### config.mk
export PLATFORM = sky130hd
export DESIGN_NAME = nbtc_front
export DESIGN_NICKNAME = d
export VERILOG_FILES = /design/src/hw/rtl/nbtc_pkg.sv /design/src/hw/rtl/nbtc_front.sv
export SDC_FILE = /design/constraint.sdc
export NUM_CORES = 1
export LEC_CHECK = 0
export ABC_AREA = 1
export CAP_MARGIN = 20
export CORE_ASPECT_RATIO = 0.9
export CORE_MARGIN = 1.5
export CORE_UTILIZATION = 40
export CTS_BUF_LIST = sky130_fd_sc_hd__clkbuf_4
export DETAILED_ROUTE_END_ITERATION = 10
export DONT_BUFFER_PORTS = 1
export GPL_ROUTABILITY_DRIVEN = 0
export GPL_TIMING_DRIVEN = 0
export MAX_ROUTING_LAYER = met4
export SYNTH_ARGS = -nofsm -noshare
export SYNTH_HDL_FRONTEND = slang
export SYNTH_SLANG_ARGS = --single-unit
### constraint.sdc
create_clock -name aclk -period 3.2 [get_ports aclk]
set_clock_uncertainty 0.2 [all_clocks]
set_input_delay 0.32 -clock aclk [delete_from_list [all_inputs] [get_ports aclk]]
set_output_delay 0.32 -clock aclk [all_outputs]
set_load 0.03 [all_outputs]
### src/hw/rtl/nbtc_pkg.sv
// ----------------------------------------------------------------------------
// nbtc_pkg
// Shared types, constants and codes for the naive Bayes text classifier.
// ----------------------------------------------------------------------------
package nbtc_pkg;

    localparam int VOCAB_DEPTH_DEF       = 131072;
    localparam int COUNT_BITS_DEF        = 24;
    localparam int LOG_FRACTION_BITS_DEF = 16;

    localparam int OP_BITS    = 2;
    localparam int WORD_BITS  = 17;
    localparam int CNT_BITS   = 16;
    localparam int RATE_BITS  = 4;
    localparam int VOC_BITS   = 18;
    localparam int TOTAL_BITS = 32;
    localparam int SCORE_BITS = 48;
    localparam int CFG_IDX_BITS = 2;

    localparam logic [OP_BITS-1:0] OP_TRAIN = 2'd0;
    localparam logic [OP_BITS-1:0] OP_MARK  = 2'd1;
    localparam logic [OP_BITS-1:0] OP_TEST  = 2'd2;
    localparam logic [OP_BITS-1:0] OP_END   = 2'd3;

    localparam logic [CFG_IDX_BITS-1:0] CFG_VOCAB  = 2'd0;
    localparam logic [CFG_IDX_BITS-1:0] CFG_SVOCAB = 2'd1;
    localparam logic [CFG_IDX_BITS-1:0] CFG_THRESH = 2'd2;

    localparam logic [VOC_BITS-1:0]  VOCAB_RST  = 18'd89527;
    localparam logic [VOC_BITS-1:0]  SVOCAB_RST = 18'd89354;
    localparam logic [RATE_BITS-1:0] THRESH_RST = 4'd5;

    typedef struct packed {
        logic [OP_BITS-1:0]   op;
        logic [WORD_BITS-1:0] word;
        logic [CNT_BITS-1:0]  cnt;
        logic                 positive;
    } cmd_t;

endpackage

### src/hw/rtl/nbtc_front.sv
// ----------------------------------------------------------------------------
// nbtc_front
// Input side: takes beats, decodes the class and pushes commands to a queue.
// ----------------------------------------------------------------------------
module nbtc_front (
    input  logic                           aclk,
    input  logic                           aresetn,
    input  logic                           s_valid,
    output logic                           s_ready,
    input  logic [nbtc_pkg::OP_BITS-1:0]   s_operation,
    input  logic [nbtc_pkg::WORD_BITS-1:0] s_word_index,
    input  logic [nbtc_pkg::CNT_BITS-1:0]  s_word_count,
    input  logic [nbtc_pkg::RATE_BITS-1:0] s_rating,
    input  logic [nbtc_pkg::RATE_BITS-1:0] thresh,
    output logic                           q_valid,
    input  logic                           q_ready,
    output nbtc_pkg::cmd_t                 q_cmd
);
    localparam int QD = 2;
    nbtc_pkg::cmd_t q_mem [QD];
    logic [0:0] wp_reg, rp_reg;
    logic [1:0] cnt_reg;
    logic push, pop;

    assign s_ready = (cnt_reg != 2'(QD));
    assign push    = s_valid && s_ready;
    assign q_valid = (cnt_reg != 2'd0);
    assign pop     = q_valid && q_ready;
    assign q_cmd   = q_mem[rp_reg];

    always_ff @(posedge aclk) begin
        if (push) begin
            q_mem[wp_reg] <= '{op: s_operation, word: s_word_index, cnt: s_word_count,
                               positive: (s_rating > thresh)};
        end
        if (!aresetn) begin
            wp_reg <= '0;
            rp_reg <= '0;
            cnt_reg <= '0;
        end else begin
            if (push) wp_reg <= wp_reg + 1'b1;
            if (pop) rp_reg <= rp_reg + 1'b1;
            cnt_reg <= cnt_reg + 2'(push) - 2'(pop);
        end
    end
endmodule

; ---- Yosys cells after proc, flatten, opt, wreduce, memory -nomap -nowiden
; Memory sizes are Yosys's and may differ from the RTL's. A register that Yosys moved wholly into a read port is not among the register bits.
; Index checks and enable logic that the tools add are counted.
[word_totals]
output_inout_bits = 38
ramBits = 72
word_cells = 17
mem_count = 1
inputBits = 47
ff_bits = 4
[classes]
n_lt_le_gt_ge = 1
muxes = 4
add_sub_neg = 4
reduce_logical = 3
eq_ne = 1
[memory_table]
columns = name, words, word_bits, rd, rd_clocked_by_memory_dff, wr, line_no
row1 = q_mem, 2, 36, 1, 1, 1, nbtc_front.sv:20  ; nbtc_pkg::cmd_t q_mem [QD];
[op_table]
columns = op, count
row1 = 4-bit > comparator, 1
row2 = 1-bit two-way mux, 4
row3 = "1-bit adder, second input constant", 2
row4 = 2-bit by 1-bit adder with 2-bit output, 1
row5 = 1-bit logical AND, 2
row6 = "2-bit inequality test, second input constant", 1
row7 = 2-bit nonzero test, 1
row8 = 2-bit by 1-bit subtractor with 2-bit output, 1

; ---- Longest topological paths before layout
; Gate-level depths: netlist of run 1.
[logic_depth]
ltp_word = 4
mapped_depth = 11
mapped_depth_nobuf = 11

; ---- Worst setup path after synthesis of run 1
; OpenSTA, ideal clock, no wires.
[synth_timing]
path_type = flip-flop to flip-flop
startpoint = register cnt_reg[0]
endpoint = memory q_mem[0][0] (netlist name) (enable)
setup_ns = 0.429
synth_period_minus_slack_ns = 2.920
stages_incl_launch_ff = 5
path_buffers = 0
path_slack_ns = 0.280
arrival_ns = 2.291
t_required_ns = 2.571
path_cell_list = dfxtp_1 > inv_1 > nand2_1 > nand2_1 > nor2_1
[synth_via]
elab_chain_len = 4
[synth_lines]
columns = item, line_no
row1 = from (decl), nbtc_front.sv:22  ; logic [1:0] cnt_reg;
row2 = from (signal assigned), nbtc_front.sv:43  ; cnt_reg <= cnt_reg + 2'(push) - 2'(pop);
row3 = 2-bit inequality test, nbtc_front.sv:25  ; assign s_ready = (cnt_reg != 2'(QD));
row4 = net s_ready, nbtc_front.sv:9  ; output logic s_ready,
row5 = 1-bit logical AND, nbtc_front.sv:26  ; assign push = s_valid && s_ready;
row6 = 1-bit two-way mux, nbtc_front.sv:32  ; if (push) begin
row7 = 1-bit two-way mux (implied by the code), nbtc_front.sv:33  ; q_mem[wp_reg] <= '{op: s_operation, word: s_word_index, cnt: s_word_count,
row8 = to (decl), nbtc_front.sv:20
; The timed path passes the listed nets, and every way through them passes these cells.

; ---- Worst setup path in the final report of run 1
[layout_timing]
startpoint = register cnt_reg[0]
endpoint = memory q_mem[1][12] (netlist name) (enable)
; The elaborated chain is that of the path after synthesis.

==> results, run 1 <==
- The worst setup path is launched from a register.
- After synthesis, the cell types taking the most area are edfxtp_1, mux2_4, dfxtp_1.
- The upper clock frequency limit is 455 MHz.
- The total of warnings raised by yosys is 0.
- The height of the die is 86.6 um.
- The cell with the most instances after synthesis is edfxtp_1.
- The total negative slack is 0 ps.
- The first detailed-routing pass took 3 iterations.
- The top cell type by total area after synthesis is edfxtp_1.
- The worst-case IR drop observed on VDD is 0.408 mV.
- The time the final worst path needs with I/O delays and setup is 2200 ps.
- The number of cell rows is 30.
- The final-stage net count is 271.
- For this run, asynchronously set or reset flops after synthesis account for 0%.
- In the synthesized netlist, the number of instances is 168.
- The power consumption is 0.00279 W.
- The wire-length estimate of the detail-placed layout is 3.57 mm.
- The number of enable-type register cells in the synthesized netlist is 72.
- The number of nets in the synthesized netlist is 221.
- Setup repair after global routing left no endpoint under its margin.
- The number of global-route vias before repair was 1631.
- The post-detailed-route wirelength per cell is 16.2 um.
- The die boundary width is 95.8 um.
- Global routing used 13.9% of the available tracks across all layers.
- The post-synthesis to final-layout area growth is 21.4%.
- Entering global routing, the biggest net connects 23 pins.
- The required time at the worst-slack endpoint is 3120 ps.
- The register-to-register setup slack is 1000 ps.
- The startpoint identified for the worst hold timing path is q_ready.
- The class of the tightest hold or removal check is primary input to register.
- Counting instances in the post-synthesis netlist gives the leading cell types as edfxtp_1, mux2_4, inv_1.
- Clock-pin slew was measured on the worst setup and hold paths at 110 ps.
- The compound-gate portion of the synthesized area is 0.645%.
- During placement, the flow inserted port buffers numbering 0.
- Setup violations remaining at the end of the flow were counted as 0.
- The number of DRC markers after the initial detailed-route iteration is 34.
- The sequential fraction of the synthesis area is 72.9%.
- 0 antenna diodes ended up in the layout.
- The beginning of the worst register-to-register path is cnt_reg[0].
- For the worst-skew pair, the clock arrives at the later sink with an insertion delay of 400 ps.
- The number of endpoints with negative hold slack in the final report came to 0.
- After Yosys synthesis, and, or, nand and nor cells account for 3.10% of the synthesized area.
- The pre-CTS worst setup slack is 980 ps.
- The synthesized flop and latch total is 77.
- The final critical path takes up 68.7% of the cycle.
- For this run the aggregate overflow at the end of global routing stands at 0.
- By area, the combinational part of the netlist is dominated by multiplexers.
- The H-tree depth reported by CTS is 3.
- The final count of pins violating max slew is 0.
- The path depth of the worst reg2reg path is 5.
- The residual antenna-violating net count after detailed routing is 0.
- For this run, the slowest stage of the critical path takes 580 ps.
- The register with the most flip-flops in the layout has 72 of them.
- The type of element capturing the critical path is a register.
- The final worst slack is 1000 ps.
- The post-CTS repair timing setup buffer count is 0.
- After detailed routing, the number of remaining DRC violations is 0.
- The full die area is 0.00830 mm2.
- Headroom to the max-slew limit came out at 50.9%.
- The worst hold slack is 40.3 ps.
- Once the clock tree was built, the resizer swapped 0 gates to a different size.
- The worst setup path is of the register to register kind.
- Along the worst hold path, the cell count comes to 4.
- Dividing the synthesized area by the synthesized cell count gives 18.5 um2.
- The average via count per standard cell is 4.74.
- The initial utilization of the core area, before any placement, comes to 41.1%.
- The number of vias in the routed layout is 1511.
- The number of maximum-capacitance violations is 0.
- The xor/xnor share of the synthesized area is 0%.
- The transition time at the pin with the least slew margin is 736 ps.
- For this run, the share of the core covered by cells in the final layout is 49.9%.
- The worst path arrival time is 2120 ps.
- The proportion of synthesized area in mux cells is 16.7%.
- The cell area that synthesis handed to floorplanning was 0.00310 mm2.
- Counting every sink on the clock net gives 77.
- The run finished with clean final reports.
- The longest clock path from root to sink contains 2 buffers.
- The number of antenna violations at the first check in global routing was 0.
- The area share of the largest cell type after synthesis is 69.7%.
- Summed over all layers, the routed wires come to 5.15 mm.
- The capturing point of the worst reg2reg path is q_mem[1][12].
- The number of CTS-inserted buffers is 9.
- The first global-routing pass estimated 7.91 mm of wire.
- In this run the standard cell core region covers 0.00754 mm2.
- On the critical path, the stage with the largest delay is an instance of inv_1.
- The clock tree from TritonCTS is yes.
- The leakage power total is 1.40 nW.
- The count of pins on the block boundary is 85.
- Of all nets on the critical path, the largest fanout is 22.
- In the final layout, the share of cells above drive strength 1 is 26.5%.
- Among all flip-flop cells after synthesis, the most frequent one is edfxtp_1.
- Counting buffers and inverters, the worst setup path is 5 cells deep.
- The number of different library cells used by synthesis comes to 12.
- The tree is rooted in a clkbuf_4.
- Walking the worst path, the cells encountered are inv_1, nand2_1, nand3_1, inv_1, buf_16.
- The cell area power density is 741 mW/mm2.
- The kind of cell with the highest combined delay along the critical path is buffers and inverters.
- The critical path contains buffers and inverters numbering 3 combined.
- Summing the areas of all fa, ha and maj instances in the mapped netlist gives 2.42% of the synthesized area.
- The cell that appears most often on the critical path is inv_1.
through the flow:
step	instances	cell area (um2)
final	319	3770
after global routing	319	3770
after CTS	319	3770
after detailed placement	266	3290
after global placement	264	3220
after floorplan	168	3100
worst max path at each step:
stage	slack [ps]	endpoint	startpoint
2_1_floorplan	280	q_mem[0][0]	cnt_reg[0]
3_3_place_gp	-420	q_mem[0][8]	cnt_reg[0]
3_5_place_dp	980	q_mem[1][6]	cnt_reg[0]
4_1_cts	950	q_mem[1][10]	cnt_reg[0]
5_1_grt	820	q_mem[1][10]	cnt_reg[0]
6_report	1000	q_mem[1][12]	cnt_reg[0]
repair_timing:
item / 4_1_cts / 5_1_grt
endpoints found under the hold margin: 75 / 0
endpoints found under the setup margin: 0 / 0
hold buffers: 37 / 0
cells in the final DEF (no fill, tap or decap):
master and count:
nor2_1 8, nand2_1 14, clkbuf_4 9, ha_1 6, clkinvlp_4 3, buf_12 3, buf_16 2, nor2_4 1
edfxtp_1 72, mux2_4 30, mux2_2 6, dlygate4sd3_1 37, dfxtp_1 5, a21oi_1 4, nand3_1 2, buf_6 1
clkinv_2 4, inv_1 16
per-layer routing:
metal / vias to the layer above / share of wire [%] / global-route usage (%)
li1: 714 / - / -
met1: 732 / 38 / 13.1
met2: 52 / 54 / 24.5
met3: 13 / 5.6 / 4.39
met4: 0 / 2.5 / 8.02
met5: - / 0 / -
worst register-to-register path, cell delays in order (launching register included):
cell and delay, ps:
dfxtp_1 380, inv_1 50, nand2_1 290, nand3_1 160, inv_1 580, buf_16 250
where the power goes:
part           switching [W]  total (W)  leakage (nW)  internal, W
clock network       0.000314   0.000468        0.0575     0.000153
logic               0.000623   0.000999         0.633     0.000376
registers          0.0000460    0.00132         0.714      0.00128
layout make-up:
| cell class | count | area, um2 |
|---|---|---|
| fillers | 614 | 3780 |
| plain buffers | 4 | 71.3 |
| well taps | 96 | 120 |
| multi-input cells | 71 | 717 |
| inverters | 16 | 60.1 |
| flip-flops and latches | 77 | 2260 |
| clock inverters | 7 | 42.5 |
| clock buffers | 9 | 67.6 |
| repair buffers | 39 | 425 |
cells by family (layout without fill, tap and decap cells):
group                    after synthesis  in the layout
AO/OA/AOI/OAI                          4              4
adder cells (fa/ha/maj)                6              6
buffers and inverters                 20             75
flip-flops                            77             77
multiplexers                          36             36
AND/OR/NAND/NOR                       25             25
No activity file was read; power rests on OpenSTA's default activity.
==> run 2: changes to the inputs <==
Settings changed: ABC_AREA 1 to 0.
Clock period 3.2 ns to 1.9 ns, I/O delays scaled along.
==> results, run 2 <==
- The run finished with clean final reports.
- The cell total after placement was 247 (-7.1%).
- The final antenna diode count is 0 (unchanged).
- The number of instances in the synthesized netlist is 151 (-10%).
- The startpoint of the tightest hold check path is thresh[0].
- The average via count per standard cell is 4.74 (about the same).
- The clock latency reported for the late side of the worst-skew pair is 400 ps (about the same).
- The cell with the most instances after synthesis is edfxtp_1.
- Setup repair after global routing could not meet its margin everywhere.
- The average cell area after synthesis came to 20.5 um2 (+11%).
- The number of endpoints with negative hold slack in the final report is 0 (unchanged).
- The clock tree from TritonCTS is yes.
- The worst path arrival time is 1970 ps (-150 ps).
- The end point of the most critical hold path is q_mem[0][0].
- The global routing usage on met1 is 14.2% (+1.2 points).
- The path depth of the worst reg2reg path is 8 (+3).
- The number of maximum-capacitance violations is 0 (unchanged).
- The distinct cell type count of the synthesized netlist is 25 (+13).
- The post-detailed-route wirelength per cell is 16.3 um (+0.78%).
- The prevailing post-synth register cell is edfxtp_1.
- The number of enable-type register cells in the synthesized netlist is 72 (unchanged).
- After synthesis, the largest family of logic cells by area is multiplexers.
- The initial core utilization is 41.2% (+0.056 points).
- The worst setup path is launched from a register.
- The DRC violation count after routing is 0 (unchanged).
- STA classifies the critical path endpoint as a register.
- The number of nets in the synthesized netlist is 204 (-7.7%).
- The adder-cell share of the synthesized area is 2.43% (+0.0088 points).
- The cell area power density was 1330 mW/mm2 (+79%).
- The sequential fraction of the synthesis area came to 73.2% (+0.27 points).
- The final count of pins violating max slew was 0 (unchanged).
- The proportion of synthesized area in mux cells was 16.8% (+0.061 points).
- Counting instances in the post-synthesis netlist gives the leading cell types as edfxtp_1, mux2_4, inv_1.
- The die boundary width was 95.7 um (-0.18%).
- The total congestion overflow after global routing came to 0 (unchanged).
- The final-stage net count is 259 (-4.4%).
- The share of the clock period used by the worst path after layout is 96.5% (+28 points).
- The maximum net fanout on the critical path is 5 (-77%).
- The largest buffer count on any clock path is 2 (unchanged).
- The fraction of the mapped netlist area in simple logic gates is 2.47% (-0.64 points).
- The number of DRC markers after the initial detailed-route iteration was 62 (+82%).
- The total of warnings raised by yosys is 0 (unchanged).
- The height of the die is 86.4 um (-0.17%).
- Tracing the worst setup path back leads to its startpoint at cnt_reg[0].
- In the layout the commonest cells are edfxtp_1, dlygate4sd3_1, mux2_4, clkbuf_4.
- met2 is the most crowded layer.
- The critical path is of the register to register type.
- The residual antenna-violating net count after detailed routing is 0 (unchanged).
- Compared with the post-synthesis result, the final layout area differs by 23.8%.
- The worst register-to-register path ends at cnt_reg[1].
- The total wire length is 5.00 mm (-3.0%).
- The synthesized flop and latch total was 77 (unchanged).
- The number of CTS-inserted buffers came to 9 (unchanged).
- The async set-reset flop share out of synthesis was 0% (unchanged).
- The upper clock frequency limit came to 546 MHz (+20%).
- The number of vias in the routed layout is 1454 (-3.8%).
- The number of flip-flops in the largest register is 72 (unchanged).
- The number of iterations in the first detailed-routing pass came to 3 (unchanged).
- The worst-case vdd ir drop is 0.596 mV (+46%).
- The global-route met3 utilization is 4.74% (+0.35 points).
- The number of antenna violations at the first check in global routing came to 0 (unchanged).
- The xor/xnor share of the synthesized area is 0.567% (+0.57 points).
- Clock tree synthesis selected as its root buffer the cell clkbuf_4.
- The compound-gate portion of the synthesized area came to 1.46% (+0.81 points).
- The detailed placer's ending HPWL is 3.20 mm (-10%).
- The time the final worst path needs with I/O delays and setup is 1830 ps (-366 ps).
- The min-delay analysis places its worst path in the category primary input to register.
- The number of cell rows is 30 (unchanged).
- The total negative slack is 0 ps (unchanged).
- The H-tree depth reported by CTS is 3 (unchanged).
- The required time at the worst-slack endpoint is 2040 ps (-1080 ps).
- Leaving out fill and tap cells, the most frequent cell in the layout is edfxtp_1.
- The number of stages on the worst hold path came to 3 (-1).
- The met2 track demand over resource is 22.4% (-2.1 points).
- The full die area is 0.00827 mm2 (-0.35%).
- The number of endpoints failing setup at the final stage is 0 (unchanged).
- The total area of multi-input combinational cells is 754 um2 (+5.2%).
- The TritonCTS sink count is 77 (unchanged).
- The number of global-route vias before repair is 1599 (-2.0%).
- The final instance count without filler cells was 307 (-3.8%).
- The fraction of final layout cells sized beyond drive strength 1 is 34.1% (+7.7 points).
- The worst-case headroom to the max-slew limit is 66.3% (+15 points).
- The wire length of the first global-routing pass is 7.64 mm (-3.4%).
- The area of the core is 0.00751 mm2 (-0.50%).
- The leakage power total is 1.38 nW (-2.0%).
- The count of buffers from port buffering was 0 (unchanged).
- The count of pins on the block boundary is 85 (unchanged).
- The filler cell count in the final layout is 619 (+0.81%).
- The transition time at the pin with the least slew margin is 505 ps (-230 ps).
- The clock-pin slew on the worst setup and hold paths is 120 ps (about the same).
- The register-to-register setup slack is 70 ps (-930 ps).
- The top cell type by total area after synthesis is edfxtp_1.
- The combined global-route utilization of all metal layers was 13.3% (-0.58 points).
- The startpoint identified for the worst register-to-register timing path is cnt_reg[0].
- Yosys attributes the largest share of cell area to edfxtp_1, mux2_4, dfxtp_1.
- The cell area after synthesis came to 0.00309 mm2 (-0.36%).
- The combined flip-flop and latch cell area came to 0.00227 mm2 (+0.22%).
- The area share of the largest cell type after synthesis is 69.9% (+0.25 points).
- The pin count of the biggest net entering global routing is 37 (+61%).
run 2: cell count changes in the layout (fill, tap and decap cells not counted), moves of 3 or more:
cell      change
nand2_1      -13
inv_1        -10
nor2_1        -5
clkinv_2      -4
buf_4         +3
run 2: layout make-up:
cell class / count / area share, %
flip-flops and latches: 77 / 59.2
clock inverters: 7 / 1.50
repair buffers: 43 / 11.7
plain buffers: 4 / 1.96
repair inverters: 1 / 0.196
inverters: 7 / 0.785
well taps: 96 / 3.14
multi-input cells: 63 / 19.7
clock buffers: 9 / 1.77
run 2: layer usage:
layer | wire length [um] | vias up | share of wire, %
met5 | 0 | - | 0
met3 | 300 | 9 | 6.0
met4 | 82 | 0 | 1.6
met1 | 2010 | 704 | 40
li1 | - | 687 | -
met2 | 2610 | 54 | 52
run 2: worst max path at each step:
stage / slack, ps / end
floorplan: 90 / q_mem[0][0]
global placement: -210 / q_mem[0][26]
detailed placement: -310 / q_mem[0][25]
CTS: 2 / cnt_reg[1]
global route: -7 / q_cmd[12]
finish: 70 / cnt_reg[1]
run 2: power breakdown:
part	switching [W]	total [W]	internal (W)
combinational	0.00115	0.00196	0.000801
sequential	0.0000930	0.00226	0.00217
clock	0.000578	0.000859	0.000281
total	0.00183	0.00508	0.00325
run 2: what timing repair did:
action | in CTS | in global routing
endpoints found under the setup margin | 72 | 31
resized for setup | 2 | 6
endpoints found under the hold margin | 75 | 0
hold buffers | 38 | 0
buffers inserted | 4 | 0
gates cloned | 1 | 1
run 2: cells by family (layout without fill, tap and decap cells):
family / Yosys count / in the layout
AND/OR/NAND/NOR: 13 / 13
flip-flops: 77 / 77
XOR/XNOR: 2 / 2
AO/OA/AOI/OAI: 6 / 6
buffers and inverters: 11 / 71
adder cells (fa/ha/maj): 6 / 6
multiplexers: 36 / 36
run 2: worst max-delay path, cell delays in order, from the launching register on:
cell,delay [ps]
dfxtp_2,370
nand2b_4,200
nand2_1,80
ha_1,260
inv_1,40
ha_1,200
xor2_2,160
and2_1,160
nor3_2,90
run 2: through the flow:
stage / util [%] / hold slack, ps / worst slack, ps / total power (W) / instance area [um2]
floorplan: - / 88.9 / 88.8 / 0.00386 / 3100
global placement: 42.9 / 89.0 / -208 / 0.00402 / 3220
detailed placement: 42.9 / 88.9 / -311 / 0.00407 / 3220
CTS: 50.4 / 13.2 / 1.75 / 0.00508 / 3780
global route: 51.0 / 26.9 / -6.76 / 0.00532 / 3830
finish: 51.0 / 53.1 / 66.9 / 0.00508 / 3830
